### config.mk
export PLATFORM = sky130hd
export DESIGN_NAME = led_fade_keyframe_sequencer_unit
export DESIGN_NICKNAME = d
export VERILOG_FILES = /design/src/rtl/core/lfks_pkg.sv /design/src/rtl/core/lfks_div.sv /design/src/rtl/core/led_fade_keyframe_sequencer_unit.sv
export SDC_FILE = /design/constraint.sdc
export NUM_CORES = 2
export LEC_CHECK = 0
export BUFFER_PORTS_ARGS = -buffer_cell sky130_fd_sc_hd__buf_4
export CAP_MARGIN = 15
export CORE_UTILIZATION = 65
export DETAILED_ROUTE_END_ITERATION = 6
export PLACE_DENSITY = 0.82
export SYNTH_ARGS = -nofsm -noshare
export SYNTH_HDL_FRONTEND = slang
export SYNTH_SLANG_ARGS = --single-unit
### constraint.sdc
create_clock -name i_clk -period 15.9 [get_ports i_clk]
set_input_delay 0.795 -clock i_clk [delete_from_list [all_inputs] [get_ports i_clk]]
set_output_delay 0.795 -clock i_clk [all_outputs]
set_load 0.02 [all_outputs]
### src/rtl/core/lfks_pkg.sv
// Shared word types and codes for the LED fade keyframe sequencer.
package lfks_pkg;

    localparam logic [1:0] CMD_STEP   = 2'd0;
    localparam logic [1:0] CMD_APPEND = 2'd1;
    localparam logic [1:0] CMD_CLEAR  = 2'd2;

    localparam logic [1:0] KIND_LEVEL = 2'd0;
    localparam logic [1:0] KIND_ACK   = 2'd1;
    localparam logic [1:0] KIND_FULL  = 2'd2;

    typedef struct packed {
        logic [1:0]  cmd;
        logic [31:0] now_ms;
        logic        restart;
        logic [7:0]  start_level;
        logic [7:0]  end_level;
        logic [31:0] fade_ms;
        logic [31:0] delay_ms;
        logic        go_back;
    } t_in_word;

    typedef struct packed {
        logic [1:0] kind;
        logic [7:0] level;
        logic [3:0] entry_index;
        logic       last;
    } t_out_word;

endpackage

### src/rtl/core/lfks_div.sv
// Bit-serial restoring divider for the fade interpolation, one quotient bit per cycle.
module lfks_div #(
    parameter int QW = 8
) (
    input  logic             i_clk,
    input  logic             i_rst_n,
    input  logic             i_start,
    input  logic [QW+31:0]   i_dividend,
    input  logic [31:0]      i_divisor,
    output logic             o_done,
    output logic [QW-1:0]    o_quot
);

    localparam int CNTW = $clog2(QW + 1);

    logic            r_busy;
    logic            r_done;
    logic [CNTW-1:0] r_cnt;
    logic [31:0]     r_rem;
    logic [QW-1:0]   r_q;
    logic [31:0]     r_dvs;

    logic [32:0]     w_trial;
    logic            w_ge;
    logic [32:0]     w_diff;
    logic [QW:0]     w_qsh;

    always_comb begin
        w_trial = {r_rem, r_q[QW-1]};
        w_ge    = (w_trial >= {1'b0, r_dvs});
        w_diff  = w_trial - {1'b0, r_dvs};
        w_qsh   = {r_q, w_ge};
    end

    always_ff @(posedge i_clk) begin
        if (!i_rst_n) begin
            r_busy <= 1'b0;
            r_done <= 1'b0;
            r_cnt  <= '0;
        end else begin
            r_done <= 1'b0;
            if (i_start) begin
                r_busy <= 1'b1;
                r_cnt  <= CNTW'(QW);
            end else if (r_busy) begin
                r_cnt <= r_cnt - 1'b1;
                if (r_cnt == CNTW'(1)) begin
                    r_busy <= 1'b0;
                    r_done <= 1'b1;
                end
            end
        end
    end

    always_ff @(posedge i_clk) begin
        if (i_start) begin
            r_rem <= i_dividend[QW+31:QW];
            r_q   <= i_dividend[QW-1:0];
            r_dvs <= i_divisor;
        end else if (r_busy) begin
            r_rem <= w_ge ? w_diff[31:0] : w_trial[31:0];
            r_q   <= w_qsh[QW-1:0];
        end
    end

    assign o_done = r_done;
    assign o_quot = r_q;

endmodule

### src/rtl/core/led_fade_keyframe_sequencer_unit.sv
// Top level of the LED fade keyframe sequencer: entry table, sequencer and output stage.
// An append word goes from decode to send; a clear, an idle step or an unused code returns to idle.
// A step passes decode, read and evaluate; a waiting step then returns to idle, and a start or
// end level step sends its word(s); an interpolated step passes multiply, divide start and divide.
// Throughput: one word at a time; the next is taken the cycle after its last result is accepted.
// Synchronous active-low reset clears the sequencer and entry count; table contents stay undefined.
module led_fade_keyframe_sequencer_unit #(
    parameter int MAX_ENTRIES = 16,
    parameter int LEVEL_BITS  = 8
) (
    input  logic                 i_clk,
    input  logic                 i_rst_n,
    input  logic                 i_in_valid,
    output logic                 o_in_ready,
    input  lfks_pkg::t_in_word   i_in_data,
    output logic                 o_out_valid,
    input  logic                 i_out_ready,
    output lfks_pkg::t_out_word  o_out_data
);

    import lfks_pkg::*;

    localparam int LW = (LEVEL_BITS < 8) ? LEVEL_BITS : 8;
    localparam int CW = $clog2(MAX_ENTRIES + 1);
    localparam int AW = (MAX_ENTRIES > 1) ? $clog2(MAX_ENTRIES) : 1;

    localparam logic [3:0] S_IDLE = 4'd0;
    localparam logic [3:0] S_DEC  = 4'd1;
    localparam logic [3:0] S_RD   = 4'd2;
    localparam logic [3:0] S_EVAL = 4'd3;
    localparam logic [3:0] S_MUL  = 4'd4;
    localparam logic [3:0] S_DST  = 4'd5;
    localparam logic [3:0] S_DIV  = 4'd6;
    localparam logic [3:0] S_SEND = 4'd7;

    typedef struct packed {
        logic [LW-1:0] start_lv;
        logic [LW-1:0] end_lv;
        logic [31:0]   fade;
        logic [31:0]   delay;
        logic          back;
    } t_entry;

    t_entry          r_mem [MAX_ENTRIES];
    t_entry          r_ent;
    t_entry          w_wr_entry;
    logic            w_mem_we;

    logic [3:0]      r_state, n_state;
    t_in_word        r_in, n_in;
    logic [CW-1:0]   r_count, n_count;
    logic [CW-1:0]   r_active, n_active;
    logic            r_sched, n_sched;
    logic [31:0]     r_due, n_due;
    logic            r_running, n_running;
    logic [31:0]     r_begin, n_begin;
    logic [31:0]     r_elapsed, n_elapsed;
    logic [LW+31:0]  r_prod, n_prod;
    logic            r_neg, n_neg;
    t_out_word       r_out, n_out;
    t_out_word       r_out2, n_out2;
    logic            r_out_valid, n_out_valid;
    logic            r_pend2, n_pend2;

    logic            w_div_start;
    logic            w_div_done;
    logic [LW-1:0]   w_quot;

    logic [CW+3:0]   w_idx_ext;
    logic [CW+3:0]   w_cnt_ext;
    logic [31:0]     w_due_eff;
    logic [31:0]     w_since_due;
    logic [31:0]     w_elapsed;
    logic [LW:0]     w_diff;
    logic [LW:0]     w_absdiff;
    logic [LW:0]     w_lv;
    logic [LW+7:0]   w_start_ext;
    logic [LW+7:0]   w_end_ext;
    logic [LW+7:0]   w_lv_ext;

    lfks_div #(
        .QW (LW)
    ) u_div (
        .i_clk      (i_clk),
        .i_rst_n    (i_rst_n),
        .i_start    (w_div_start),
        .i_dividend (r_prod),
        .i_divisor  (r_ent.fade),
        .o_done     (w_div_done),
        .o_quot     (w_quot)
    );

    always_comb begin
        w_wr_entry.start_lv = r_in.start_level[LW-1:0];
        w_wr_entry.end_lv   = r_in.end_level[LW-1:0];
        w_wr_entry.fade     = r_in.fade_ms;
        w_wr_entry.delay    = r_in.delay_ms;
        w_wr_entry.back     = r_in.go_back;

        w_idx_ext   = {4'b0, r_active};
        w_cnt_ext   = {4'b0, r_count};
        w_due_eff   = r_sched ? r_due : (r_in.now_ms + r_ent.delay);
        w_since_due = r_in.now_ms - w_due_eff;
        w_elapsed   = r_in.now_ms - r_begin;
        w_diff      = {1'b0, r_ent.end_lv} - {1'b0, r_ent.start_lv};
        w_absdiff   = w_diff[LW] ? (~w_diff + 1'b1) : w_diff;
        w_lv        = r_neg ? ({1'b0, r_ent.start_lv} - {1'b0, w_quot})
                            : ({1'b0, r_ent.start_lv} + {1'b0, w_quot});
        w_start_ext = {8'b0, r_ent.start_lv};
        w_end_ext   = {8'b0, r_ent.end_lv};
        w_lv_ext    = {8'b0, w_lv[LW-1:0]};
    end

    always_comb begin
        n_state     = r_state;
        n_in        = r_in;
        n_count     = r_count;
        n_active    = r_active;
        n_sched     = r_sched;
        n_due       = r_due;
        n_running   = r_running;
        n_begin     = r_begin;
        n_elapsed   = r_elapsed;
        n_prod      = r_prod;
        n_neg       = r_neg;
        n_out       = r_out;
        n_out2      = r_out2;
        n_out_valid = r_out_valid;
        n_pend2     = r_pend2;
        w_mem_we    = 1'b0;
        w_div_start = 1'b0;

        case (r_state)
            S_IDLE: begin
                if (i_in_valid) begin
                    n_in    = i_in_data;
                    n_state = S_DEC;
                end
            end
            S_DEC: begin
                n_state = S_IDLE;
                case (r_in.cmd)
                    CMD_APPEND: begin
                        n_out.level = '0;
                        n_out.last  = 1'b1;
                        if (r_count < CW'(MAX_ENTRIES)) begin
                            w_mem_we          = 1'b1;
                            n_count           = r_count + 1'b1;
                            n_out.kind        = KIND_ACK;
                            n_out.entry_index = w_cnt_ext[3:0];
                        end else begin
                            n_out.kind        = KIND_FULL;
                            n_out.entry_index = '0;
                        end
                        n_out_valid = 1'b1;
                        n_pend2     = 1'b0;
                        n_state     = S_SEND;
                    end
                    CMD_CLEAR: begin
                        n_active  = '0;
                        n_sched   = 1'b0;
                        n_running = 1'b0;
                        n_due     = '0;
                        n_begin   = '0;
                    end
                    CMD_STEP: begin
                        if (r_in.restart) begin
                            n_active  = '0;
                            n_sched   = 1'b0;
                            n_running = 1'b0;
                            n_due     = '0;
                            n_begin   = '0;
                            if (r_count != '0) begin
                                n_state = S_RD;
                            end
                        end else if (r_active < r_count) begin
                            n_state = S_RD;
                        end
                    end
                    default: begin
                        n_state = S_IDLE;
                    end
                endcase
            end
            S_RD: begin
                n_state = S_EVAL;
            end
            S_EVAL: begin
                n_due   = w_due_eff;
                n_sched = 1'b1;
                n_state = S_IDLE;
                n_out.kind        = KIND_LEVEL;
                n_out.entry_index = w_idx_ext[3:0];
                n_out2.kind        = KIND_LEVEL;
                n_out2.entry_index = w_idx_ext[3:0];
                n_out2.level       = w_end_ext[7:0];
                n_out2.last        = 1'b1;
                if (!w_since_due[31]) begin
                    if (!r_running) begin
                        n_running   = 1'b1;
                        n_begin     = r_in.now_ms;
                        n_out.level = w_start_ext[7:0];
                        n_out.last  = (r_ent.fade != '0);
                        n_out_valid = 1'b1;
                        n_pend2     = (r_ent.fade == '0);
                        n_state     = S_SEND;
                        if (r_ent.fade == '0) begin
                            n_sched   = 1'b0;
                            n_running = 1'b0;
                            n_due     = '0;
                            n_begin   = '0;
                            n_active  = r_ent.back ? '0 : CW'(r_active + 1'b1);
                        end
                    end else if (w_elapsed >= r_ent.fade) begin
                        n_out.level = w_end_ext[7:0];
                        n_out.last  = 1'b1;
                        n_out_valid = 1'b1;
                        n_pend2     = 1'b0;
                        n_state     = S_SEND;
                        n_sched     = 1'b0;
                        n_running   = 1'b0;
                        n_due       = '0;
                        n_begin     = '0;
                        n_active    = r_ent.back ? '0 : CW'(r_active + 1'b1);
                    end else begin
                        n_elapsed = w_elapsed;
                        n_state   = S_MUL;
                    end
                end
            end
            S_MUL: begin
                n_neg   = w_diff[LW];
                n_prod  = {32'b0, w_absdiff[LW-1:0]} * {{LW{1'b0}}, r_elapsed};
                n_state = S_DST;
            end
            S_DST: begin
                w_div_start = 1'b1;
                n_state     = S_DIV;
            end
            S_DIV: begin
                if (w_div_done) begin
                    n_out.kind        = KIND_LEVEL;
                    n_out.entry_index = w_idx_ext[3:0];
                    n_out.level       = w_lv_ext[7:0];
                    n_out.last        = 1'b1;
                    n_out_valid       = 1'b1;
                    n_pend2           = 1'b0;
                    n_state           = S_SEND;
                end
            end
            S_SEND: begin
                if (i_out_ready) begin
                    if (r_pend2) begin
                        n_out   = r_out2;
                        n_pend2 = 1'b0;
                    end else begin
                        n_out_valid = 1'b0;
                        n_state     = S_IDLE;
                    end
                end
            end
            default: begin
                n_state = S_IDLE;
            end
        endcase
    end

    always_ff @(posedge i_clk) begin
        if (!i_rst_n) begin
            r_state     <= S_IDLE;
            r_count     <= '0;
            r_active    <= '0;
            r_sched     <= 1'b0;
            r_due       <= '0;
            r_running   <= 1'b0;
            r_begin     <= '0;
            r_out_valid <= 1'b0;
            r_pend2     <= 1'b0;
        end else begin
            r_state     <= n_state;
            r_count     <= n_count;
            r_active    <= n_active;
            r_sched     <= n_sched;
            r_due       <= n_due;
            r_running   <= n_running;
            r_begin     <= n_begin;
            r_out_valid <= n_out_valid;
            r_pend2     <= n_pend2;
        end
    end

    always_ff @(posedge i_clk) begin
        r_in      <= n_in;
        r_elapsed <= n_elapsed;
        r_prod    <= n_prod;
        r_neg     <= n_neg;
        r_out     <= n_out;
        r_out2    <= n_out2;
    end

    always_ff @(posedge i_clk) begin
        if (w_mem_we) begin
            r_mem[r_count[AW-1:0]] <= w_wr_entry;
        end
        r_ent <= r_mem[r_active[AW-1:0]];
    end

    assign o_in_ready  = (r_state == S_IDLE);
    assign o_out_valid = r_out_valid;
    assign o_out_data  = r_out;

endmodule

# Yosys cells after proc, flatten, opt, wreduce, memory -nomap -nowiden

Memories as Yosys holds them, arrays and structs flattened. A register that Yosys moved wholly into a read port is not among the register bits.
Index checks and enable logic that the tools add are counted.

Register bits after elaboration: 376
RAM bits: 1296
Bits in read-only memories: 0
Output and inout bits: 17
Memories kept: 1
Latch bits: 0

Equal/unequal tests: 21
Multiply operators: 1
Reduce and logical (&&, ||, !) cells: 22
Muxes and demuxes: 88
$lt $le $gt $ge: 4
Divide/modulo/power cells: 0
Bitwise operators: 5
Add/subtract/negate cells: 11
Shifts and indexed selects: 0

Memory list:

| name  | depth | width | rd ports | clocked after memory_dff | wr ports | line                                   | source |
|---|---|---|---|---|---|---|---|
| r_mem | 16    | 81    | 1        | 1                        | 1        | led_fade_keyframe_sequencer_unit.sv:44 | `t_entry r_mem [MAX_ENTRIES];` |

Operators by type and width:

| cell                                                            | number |
|---|---|
| 32-bit two-way mux                                              | 13 |
| 32-bit one-hot mux with 2 select lines                          | 3 |
| 32-bit subtractor                                               | 3 |
| 15-bit two-way mux                                              | 4 |
| 15-bit one-hot mux with 4 select lines                          | 1 |
| 8-bit two-way mux                                               | 7 |
| 8-bit by 32-bit multiplier with 40-bit output                   | 1 |
| 33-bit by 32-bit >= comparator with 1-bit output                | 1 |
| 32-bit adder                                                    | 1 |
| 32-bit >= comparator                                            | 1 |
| 32-bit zero test                                                | 1 |
| 4-bit two-way mux                                               | 8 |
| 4-bit one-hot mux with 8 select lines                           | 1 |
| 32-bit nonzero test                                             | 1 |
| 1-bit two-way mux                                               | 31 |
| 5-bit two-way mux                                               | 6 |
| 5-bit one-hot mux with 2 select lines                           | 2 |
| 4-bit by 3-bit == test with 1-bit output, second input constant | 4 |
| 7-bit AND reduction                                             | 2 |
| 4-bit AND reduction                                             | 3 |
| 6-bit AND reduction                                             | 2 |
| 5-bit by 1-bit adder with 5-bit output, second input constant   | 2 |
| 2-bit two-way mux                                               | 5 |
| 2-bit != test, second input constant                            | 5 |
| 30 further kinds                                                | 44 |

# Logic depth before layout (Yosys ltp)

Depth in word-level cells: 6
Mapped depth: 32

# By module

A second synthesis with hierarchy kept.

Cell total of the unflattened synthesis: 4798
Area total of the unflattened synthesis: 79331.1 sq um

By module, submodules not included:

| module                           | cells each | area an instance (sq um) | instances |
|---|---|---|---|
| led_fade_keyframe_sequencer_unit | 4295       | 74238.7                  | 1 |
| lfks_div                         | 503        | 5092.4                   | 1 |

# Worst setup path before layout

No wires, ideal clock.

Path type: register to register
Start point: reg r_state[0]
End point: mem r_mem[3][0] (netlist bit) (enable)
Setup time: 0.620 ns
Path slack: 8.330 ns
Clock period less this slack: 7.570 ns
Data arrival time: 6.950 ns
Stages on the path, launching flop included: 7
Data required time: 15.280 ns
Buffers on the path: 0
Cell sequence: dfxtp_1 nor2b_1 nor2b_1 nand2_1 nor2_1 nand2_1 nor3_1

Word-level cells in the longest chain between the ends: 4

Ends and longest elaborated chain:

| element                                  | line                                    | source |
|---|---|---|
| from (decl)                              | led_fade_keyframe_sequencer_unit.sv:49  | `logic [3:0] r_state, n_state;` |
| from (signal assigned)                   | led_fade_keyframe_sequencer_unit.sv:280 | `r_state <= n_state;` |
| 4-bit by 1-bit == test with 1-bit output | led_fade_keyframe_sequencer_unit.sv:133 | `case (r_state)` |
| 1-bit two-way mux                        | led_fade_keyframe_sequencer_unit.sv:133 |  |
| 1-bit two-way mux                        | led_fade_keyframe_sequencer_unit.sv:302 | `if (w_mem_we) begin` |
| 1-bit two-way mux (not written as such)  | led_fade_keyframe_sequencer_unit.sv:303 | `r_mem[r_count[AW-1:0]] <= w_wr_entry;` |
| to (decl)                                | led_fade_keyframe_sequencer_unit.sv:44  |  |

No other way between the ends.

# Worst setup path after layout

Start point: reg r_ent[65] (netlist name)
End point: reg r_prod[38] (data pin)

RTL lines:

| element                                       | line                                    | source |
|---|---|---|
| 8-bit by 8-bit subtractor with 9-bit output   | led_fade_keyframe_sequencer_unit.sv:105 | `w_diff = {1'b0, r_ent.end_lv} - {1'b0, r_ent.start_lv};` |
| net w_diff[8]                                 | led_fade_keyframe_sequencer_unit.sv:74  | `logic [LW:0] w_diff;` |
| 8-bit two-way mux                             | led_fade_keyframe_sequencer_unit.sv:106 | `w_absdiff = w_diff[LW] ? (~w_diff + 1'b1) : w_diff;` |
| 8-bit by 32-bit multiplier with 40-bit output | led_fade_keyframe_sequencer_unit.sv:233 | `n_prod = {32'b0, w_absdiff[LW-1:0]} * {{LW{1'b0}}, r_elapsed};` |
| to (signal assigned)                          | led_fade_keyframe_sequencer_unit.sv:295 | `r_prod <= n_prod;` |
| to (decl)                                     | led_fade_keyframe_sequencer_unit.sv:58  | `logic [LW+31:0] r_prod, n_prod;` |

The timed path passes the listed nets, and every way through them passes these cells.
A chain may end at the register's enable or synchronous reset.

==> out/metrics.cfg <==
[timing]
grt_setup_unrepaired = no
holdWs_ns = 0.1554
timing.final.crit_share_pct = 56.33
fmaxAchievable_ghz = 0.1117
slew_headroom_pct = 18.05
finClkSkew_ns = 0.03663
fin_crit_ns = 8.956
finalSetupViolCount = 0
finalHoldViolations = 0
fin_setup_tns_ns = 0
tightest_slew_ns = 1.226
drv_slew = 0

[clocking]
htree_levels = 4
clk_path_buf_depth = 3
cts-root-buf = clkbuf_16
clk_pin_slew_ns = 0.06
cts_num_sinks = 1752
cts_resized = 0
postCtsSetupBuffers = 0
cts_tree = yes
insertion_delay_ns = 0.82
hold_buffers = 0
numCtsBuffers = 168

[grt]
grt_pass1_wl_mm = 306.8
grt_max_degree = 97
overflow = 0
grt_pass1_vias = 46510
grt_use_total_pct = 34.69
antenna_found_initial = 6

[floorplan]
die_h_um = 351.4
rows = 127
dieArea_um2 = 123500
initial_core_util_pct = 65.89
die_width_um = 351.4
ios = 137
coreArea_um2 = 120400

[pwr]
ir_worst_vdd_uv = 239.8
power.density_nw_per_um2 = 153.8
power_leakage_uw = 0.03031

[final_layout]
nNetsFinal = 5602
fillers = 6980
post-route-util_pct = 73.14
final_cell_mix = edfxtp_1 (1584), mux4_2 (405), inv_1 (370)
drive_gt1_share_pct = 17.68
syn_to_final_growth_pct = 11.02
fin_cells = 6812
layout_commonest_cell = edfxtp_1

[routing]
totalWireLength_mm = 210.3
ant_nets = 0
wire_per_inst_um = 30.86
via_per_inst = 6.833
drt-pass1-iter-count = 6
drt_iter0_drc = 6086
vias = 46550
drcViolationCount = 0

[worst_setup_path]
startpoint_type = flip-flop
path_class = reg2reg
cp-end-kind = flip-flop
path_max_fanout = 32
max_stage_delay_ns = 0.97
cp.required_ns = 16.45
slowest_stage = xor2_4
crit_arrival_ns = 9.51

[synth]
ys_ff_latch = 1752
synth_ff_type = edfxtp_1
synth_cell_types = 80
syn_area_per_cell_um2 = 16.28
yosysWarningCount = 0
synth_edf_count = 1584
syn_area_um2 = 79360
ys_seq_area_share_pct = 64.18
synthArstFlopShare_pct = 0
synth_cells = 4875
synthesis.nets = 5424

[placement]
dp_hpwl_mm = 119.7
gp_congestion = 0.9438
dp_cells = 6492
numPortBuffers = 136

[outcome]
status = finished clean

[min_path]
hold_path.class = in2reg

[job]
cap_violations = 0

[synth_stat cells (8+ instances only)]
master	count	area share [%]
edfxtp_1	1584	60
o21a_1	32	0.30
mux4_2	405	11
a21o_1	91	0.86
a21oi_1	165	1.0
nor3_1	38	0.24
o211ai_1	16	0.15
nand4_1	27	0.21
nand2b_1	77	0.61
mux2i_1	23	0.29
dfxtp_1	168	4.2
nor2b_1	151	1.2
fa_1	185	4.7
clkbuf_1	148	0.70
inv_1	371	1.8
and2_1	82	0.65
or3_1	10	0.079
nand2_1	171	0.81
xnor2_1	99	1.1
ha_1	244	3.8
a21boi_0	9	0.085
nor4_1	21	0.17
a31oi_1	42	0.33
and3_1	21	0.17
buf_2	15	0.095
o31ai_1	11	0.10
xor2_1	34	0.38
nor2_1	159	0.75
a211oi_1	16	0.15
a211o_1	8	0.088
buf_1	30	0.14
nand3_1	127	0.80
o21bai_1	14	0.13
o21ai_0	120	0.76
o21ai_1	40	0.25
[critical path: cells and delay by family (launching register included)]
family,cells,cell delay [ns]
AO/OA/AOI/OAI,16,4.04
XOR/XNOR,1,0.97
adder cells (fa/ha/maj),7,2.93
buffers and inverters,4,0.22
flip-flops,1,0.32
AND/OR/NAND/NOR,2,0.21
[metrics by stage]
step / setup slack (ns) / instance area, um2 / power (uW)
3_3_place_gp: 7.354 / 82380 / 9354
3_5_place_dp: 7.196 / 82380 / 9459
6_report: 6.944 / 88100 / 13550
4_1_cts: 7.105 / 88020 / 13540
2_1_floorplan: 8.330 / 79360 / 8470
5_1_grt: 6.538 / 88100 / 14200
[worst paths after layout]
path / from / to / slack [ns] / cells past startpoint
worst max-delay path: r_ent[65] / r_prod[38] / 6.94 / 30
worst min-delay path: i_in_data[45] / r_in[45] / 0.16 / 1
worst max register to register: r_ent[65] / r_prod[38] / 6.94 / 30
worst min register to register: r_due[27] / r_due[27] / 0.45 / 2
[registers in the layout, summed over array words and instances (netlist names), 3 cells and up]
name	flops
r_active	5
u_div.r_cnt	4
o_out_data	15
r_mem	1296
r_in	116
u_div.r_dvs	32
r_begin	32
u_div.r_rem	32
r_count	5
r_state	3
r_ent	81
r_elapsed	32
r_out2	12
u_div.o_quot	8
r_due	32
r_prod	40
[cell type report]
type	instances	area (um2)	share of cell area, %
well taps	1612	2017	2.289
repair buffers	205	1592	1.806
inverters	371	1393	1.581
flip-flops and latches	1752	50940	57.82
clock inverters	75	843.3	0.9572
clock buffers	240	4800	5.448
multi-input cells	2555	26510	30.09
diodes	2	5.005	0.005681
[routing by layer]
metal	GRT usage [%]	wire length, um	part of all wire [%]
met5	0	14	0.0067
met4	16.35	10360	4.9
met3	7.421	23400	11
met2	54.73	100800	48
met1	46.74	75730	36
[where the power goes]
part / leakage (uW) / switching (uW) / internal [uW]
clock: 0.00275 / 1760 / 2330
sequential: 0.0157 / 157 / 5350
combinational: 0.0119 / 2300 / 1640
[cells by family (layout without fill, tap and decap cells)]
kind of cell	Yosys count	count (layout)	synth area share (%)
adder cells (fa/ha/maj)	429	429	8.514
XOR/XNOR	135	135	1.531
flip-flops	1752	1752	64.18
buffers and inverters	568	891	2.726
other	0	2	0
AND/OR/NAND/NOR	912	912	5.949
multiplexers	429	429	11.80
AO/OA/AOI/OAI	650	650	5.307
Power figures use the tool's default switching activity.
